$ cat src/rtl/orlb_pkg.sv
// Package for the overwriting ring log buffer.
// Holds action codes, item structs and sizing constants; no dependencies.
`timescale 1ns / 1ps

package orlb_pkg;

    localparam int DEPTH_DEF      = 256;
    localparam int ENTRY_BITS_DEF = 64;
    localparam int ENTRY_W        = 64;   // fixed width of the record fields
    localparam int FILL_W         = 9;    // fixed width of the reported count

    typedef enum logic [1:0] {
        ACT_ADD   = 2'd0,
        ACT_START = 2'd1,
        ACT_NEXT  = 2'd2,
        ACT_CLEAR = 2'd3
    } action_t;

    typedef struct packed {
        action_t              action;
        logic [ENTRY_W-1:0]   entry_in;
    } req_item_t;

    typedef struct packed {
        logic [ENTRY_W-1:0]   entry_out;
        logic [FILL_W-1:0]    fill_count;
    } rsp_item_t;

    // Per-item information carried from the control stage to the read stage
    typedef struct packed {
        logic                 hit;         // read data is a live record
        logic [FILL_W-1:0]    fill_count;
    } rd_info_t;

endpackage

$ cat src/rtl/orlb_ctrl.sv
// Pointer and fill-count control for the ring log buffer.
// Issues RAM commands per accepted item. Depends on orlb_pkg.
`timescale 1ns / 1ps

module orlb_ctrl #(
    parameter int  DEPTH  = orlb_pkg::DEPTH_DEF,
    localparam int ADDR_W = $clog2(DEPTH),
    localparam int CNT_W  = $clog2(DEPTH + 1)
) (
    input  logic                clk,
    input  logic                rst_n,
    input  logic                accept,
    input  orlb_pkg::action_t   action,
    output logic                wr_en,
    output logic [ADDR_W-1:0]   wr_addr,
    output logic                rd_en,
    output logic [ADDR_W-1:0]   rd_addr,
    output orlb_pkg::rd_info_t  info
);

    import orlb_pkg::*;

    localparam logic [ADDR_W-1:0] LAST_SLOT = ADDR_W'(DEPTH - 1);
    localparam logic [CNT_W-1:0]  FULL_CNT  = CNT_W'(DEPTH);

    logic [ADDR_W-1:0] wr_ptr_reg, wr_ptr_next;
    logic [ADDR_W-1:0] rd_ptr_reg, rd_ptr_next;
    logic [CNT_W-1:0]  count_reg,  count_next;
    logic              full;
    logic              hit;

    function automatic logic [ADDR_W-1:0] step_slot(input logic [ADDR_W-1:0] slot);
        step_slot = (slot == LAST_SLOT) ? '0 : slot + 1'b1;
    endfunction

    assign full = (count_reg == FULL_CNT);

    always_comb
    begin
        wr_ptr_next = wr_ptr_reg;
        rd_ptr_next = rd_ptr_reg;
        count_next  = count_reg;
        wr_en       = 1'b0;
        rd_en       = 1'b0;
        hit         = 1'b0;
        if (accept)
        begin
            unique case (action)
                ACT_ADD:
                begin
                    wr_en       = 1'b1;
                    wr_ptr_next = step_slot(wr_ptr_reg);
                    if (!full)
                    begin
                        count_next = count_reg + 1'b1;
                    end
                end
                ACT_START:
                begin
                    rd_ptr_next = full ? wr_ptr_reg : '0;
                end
                ACT_NEXT:
                begin
                    rd_en       = 1'b1;
                    rd_ptr_next = step_slot(rd_ptr_reg);
                    // until full, only slots below the write pointer were written since clear
                    hit         = full || (rd_ptr_reg < wr_ptr_reg);
                end
                ACT_CLEAR:
                begin
                    wr_ptr_next = '0;
                    rd_ptr_next = '0;
                    count_next  = '0;
                end
                default:
                begin
                    count_next = count_reg;
                end
            endcase
        end
    end

    always_ff @(posedge clk or negedge rst_n)
    begin
        if (!rst_n)
        begin
            wr_ptr_reg <= '0;
            rd_ptr_reg <= '0;
            count_reg  <= '0;
        end
        else
        begin
            wr_ptr_reg <= wr_ptr_next;
            rd_ptr_reg <= rd_ptr_next;
            count_reg  <= count_next;
        end
    end

    assign wr_addr         = wr_ptr_reg;
    assign rd_addr         = rd_ptr_reg;
    assign info.hit        = hit;
    assign info.fill_count = FILL_W'(count_next);

    a_count_bounded : assert property (@(posedge clk) disable iff (!rst_n)
        count_reg <= FULL_CNT)
        else $error("fill count above depth");

    a_count_tracks_wr : assert property (@(posedge clk) disable iff (!rst_n)
        !full |-> (count_reg == CNT_W'(wr_ptr_reg)))
        else $error("write pointer out of step with fill count");

    a_clear_empties : assert property (@(posedge clk) disable iff (!rst_n)
        accept && (action == ACT_CLEAR) |=> (count_reg == '0) && (wr_ptr_reg == '0))
        else $error("clear did not empty the buffer");

endmodule

$ cat config.mk
export PLATFORM = sky130hd
export DESIGN_NAME = orlb_ctrl
export DESIGN_NICKNAME = d
export VERILOG_FILES = /design/src/rtl/orlb_pkg.sv /design/src/rtl/orlb_ctrl.sv
export SDC_FILE = /design/constraint.sdc
export NUM_CORES = 1
export LEC_CHECK = 0
export BUFFER_PORTS_ARGS = -buffer_cell sky130_fd_sc_hd__buf_2
export CORE_ASPECT_RATIO = 1.25
export CORE_MARGIN = 3
export CORE_UTILIZATION = 50
export DETAILED_ROUTE_END_ITERATION = 8
export GPL_TIMING_DRIVEN = 0
export PLACE_DENSITY = 0.76
export SLEW_MARGIN = 20
export SYNTH_ARGS = -nofsm -noshare
export SYNTH_HDL_FRONTEND = slang
export SYNTH_SLANG_ARGS = --single-unit
$ cat constraint.sdc
create_clock -name clk -period 1.56 [get_ports clk]
set_input_delay 0.078 -clock clk [delete_from_list [all_inputs] [get_ports clk]]
set_output_delay 0.078 -clock clk [all_outputs]
set_load 0.05 [all_outputs]
==> flow_summary.yaml <==
yosys:
  synth_ff_type: "dfrtp_1"
  synth_top_area_frac: 0.360
  synthArstFlopShare: 1.00
  syn_area_sq_mm: 0.00174
  ys_types: 45
  synth_area_leaders: "dfrtp_1 36%, ha_1 10%, nand3_1 3.5%"
  syn_inst: 191
  synth_warnings: 0
  seq_area_frac_synth: 0.360
  synth_edf_count: 0
  syn-mean-instance-area_sq_um: 9.11
  synthesis.nets: 210
  ys_seq_elements: 25
  yosysTopAreaCell: "dfrtp_1"
timing:
  period_share: 1.26
  fin_crit_ns: 1.96
  drv_slew: 0
  hold_violations: 0
  tightest_slew_ns: 0.588
  setup-violations-final: 20
  max_freq_mhz: 510
  rsz0062_at_grt: "yes"
  fin_setup_tns_ns: -3.57
  final_critical_path_setup_slack_ns: -0.400
  timing.hold.ws_ns: 0.330
  fin_worst_skew_ns: 0.00700
  slew_headroom: 0.608
grt:
  antenna_found_initial: 0
  met3_usage: 0.0374
  grt.total_usage: 0.289
  grtUsageMet2: 0.552
  gr-usage-met1: 0.293
  busiest_layer: "met2"
  grt_overflow: 0
  grt_max_degree: 26
  grt_pass1_wl_microns: 9280
  grt_pass1_vias: 1887
outcome:
  violations: "negative setup slack"
  outcome: "finished, violations left"
critical_path:
  cp.arrival_ns: 1.88
  crit_path_cell_trace: "inv_1 -> ha_1 -> o21a_1 -> nor2_1 -> o31ai_2 -> a21boi_2 -> buf_8"
  crit_path_start_kind: "register"
  cp.required_ns: 1.48
  crit_fanout: 2
  cp-end-kind: "output port"
  cpPeakStageDelay_ns: 0.41
  critical_path_class: "register to output port"
  crit_slowest_cell: "dfrtp_2"
floorplan:
  coreArea_sq_mm: 0.00328
  fp.dieArea_sq_mm: 0.00423
  die_h_microns: 71.9
  rows: 23
  die_x_microns: 58.8
  io_pins: 33
  start_util: 0.530
cells_and_area:
  multiInputGateArea_sq_mm: 0.00139
  nets: 278
  fillers: 168
  diodes: 0
  ff_latch_area_sq_um: 652
  fin_cells: 295
  areaGrowthSynthToFinish_pct: 60.1
  largest_register_ffs: 9
  drive_gt1_frac: 0.585
hold_path:
  hp-class: "input pin to async pin"
placed_design:
  io_buffers: 32
  placed_cells_incl_taps: 260
  place.gp.congestion: 0.890
  dp_slack_ns: -0.284
  dpl.hpwl_microns: 3290
clock_network:
  max-clock-path-buffers: 2
  clk-insertion-delay-late_ns: 0.27
  clk_pin_slew_ns: 0.10
  cts_root_buf: "clkbuf_8"
  cts_tree: "yes"
  cts_made_buffers: 3
  clkSinkCount: 25
  h-tree-depth: 1
pwr:
  switching_power_uw: 1550
  p_int_uw: 1850
  seqPwrFrac: 0.267
  clockPowerShare: 0.117
  p_sw_frac: 0.456
  p_per_area_mw_per_mm2: 1220
  combPwrFrac: 0.616
  p_leak_uw: 0.00123
  vdd_ir_drop_max_mv: 1.57
routing:
  drtIter0Drc: 148
  via_count: 1967
  drt_pass1_iterations: 5
  drc: 0
  drt-wirelength-per-cell_microns: 22.4
  wl_microns: 6600
  final_antenna_net_count: 0
  avgViaCountPerCell: 6.67
job:
  maxCapViolCount: 0
[metal layers]
layer	wire length, microns	share of wire
met5	0	0
met4	403	0.061
met3	441	0.067
met2	3560	0.54
met1	2190	0.33
[kinds of logic after synthesis]
family | synth area share
mux | 0.0237
compound gates | 0.168
simple gates | 0.265
fa+ha+maj | 0.101
buf+inv | 0.0619
xor+xnor | 0.0201
flops | 0.360
[critical path: cells and delay by family, from the launching register on]
family,cells,cell delay [ns]
AO/OA/AOI/OAI,3,0.58
flip-flops,1,0.41
adder cells (fa/ha/maj),1,0.29
buffers and inverters,2,0.28
AND/OR/NAND/NOR,1,0.05
[synthesized netlist by cell type (7+ instances only)]
master,number
nor3_1,7
nor2_1,13
a21oi_1,8
dfrtp_1,25
nand2_1,13
inv_1,15
nand3_1,12
ha_1,14
o21ai_1,8
[cell usage in the layout, fill, tap and decap left out, types with 3 or more instances in the layout]
cell type	n
buf_4	26
buf_2	23
dfrtp_2	21
buf_6	12
nand2_1	11
nand3_1	9
o21ai_1	8
nor2_1	8
ha_4	8
inv_2	7
inv_1	7
nor2_4	6
ha_1	6
buf_8	6
a21oi_1	5
xnor2_2	4
nand3b_1	4
nor3_1	4
dfrtp_1	4
nand3_4	3
a21oi_4	3
a22o_1	3
nor2b_1	3
and3_1	3
a221o_1	3
clkbuf_8	3
[worst paths after layout]
path                       startpoint           end  slack (ns)  cells after the start
max in group asynchronous       rst_n  count_reg[6]        0.80                      2
setup / recovery           wr_addr[3]       info[9]       -0.40                      7
setup reg to reg           rd_addr[1]    rd_addr[3]       -0.12                      7
min in group clk               accept    rd_addr[5]        0.42                      4
hold reg to reg            rd_addr[3]    rd_addr[3]        0.59                      1
hold / removal                  rst_n    rd_addr[4]        0.33                      2
[area by class of cell]
| type | instances | share of cell area |
|---|---|---|
| Sequential cell | 25 | 0.234 |
| Inverter | 15 | 0.0211 |
| Clock inverter | 1 | 0.00180 |
| Tap cell | 37 | 0.0166 |
| Multi-Input combinational cell | 142 | 0.498 |
| Buffer | 6 | 0.0189 |
| Clock buffer | 3 | 0.0148 |
| Timing Repair Buffer | 66 | 0.195 |
[timing repair]
item | in CTS | in global routing
resized for setup | 71 | 21
pin swaps | 18 | 9
setup buffers | 24 | 9
endpoints found under the setup margin | 15 | 21
cloned | 0 | 0
hold buffers | 1 | 0
endpoints found under the hold margin | 25 | 0
[power by group through the flow]
stage / clock (uW) / combinational (uW) / sequential, uW
6_report: 399 / 2090 / 909
5_1_grt: 424 / 2200 / 923
4_1_cts: 402 / 1790 / 865
3_5_place_dp: 0 / 1130 / 929
3_3_place_gp: 0 / 1100 / 916
2_1_floorplan: 0 / 689 / 1100
[metrics by stage]
| stage | total power, uW | area (sq um) | util |
|---|---|---|---|
| 2_1_floorplan | 1790 | 1890 | - |
| 3_5_place_dp | 2060 | 2100 | 0.640 |
| 3_3_place_gp | 2020 | 2100 | 0.640 |
| 4_1_cts | 3060 | 2640 | 0.805 |
| 6_report | 3400 | 2780 | 0.849 |
| 5_1_grt | 3540 | 2780 | 0.849 |
Note: power is estimated with default switching activity, not from simulation.
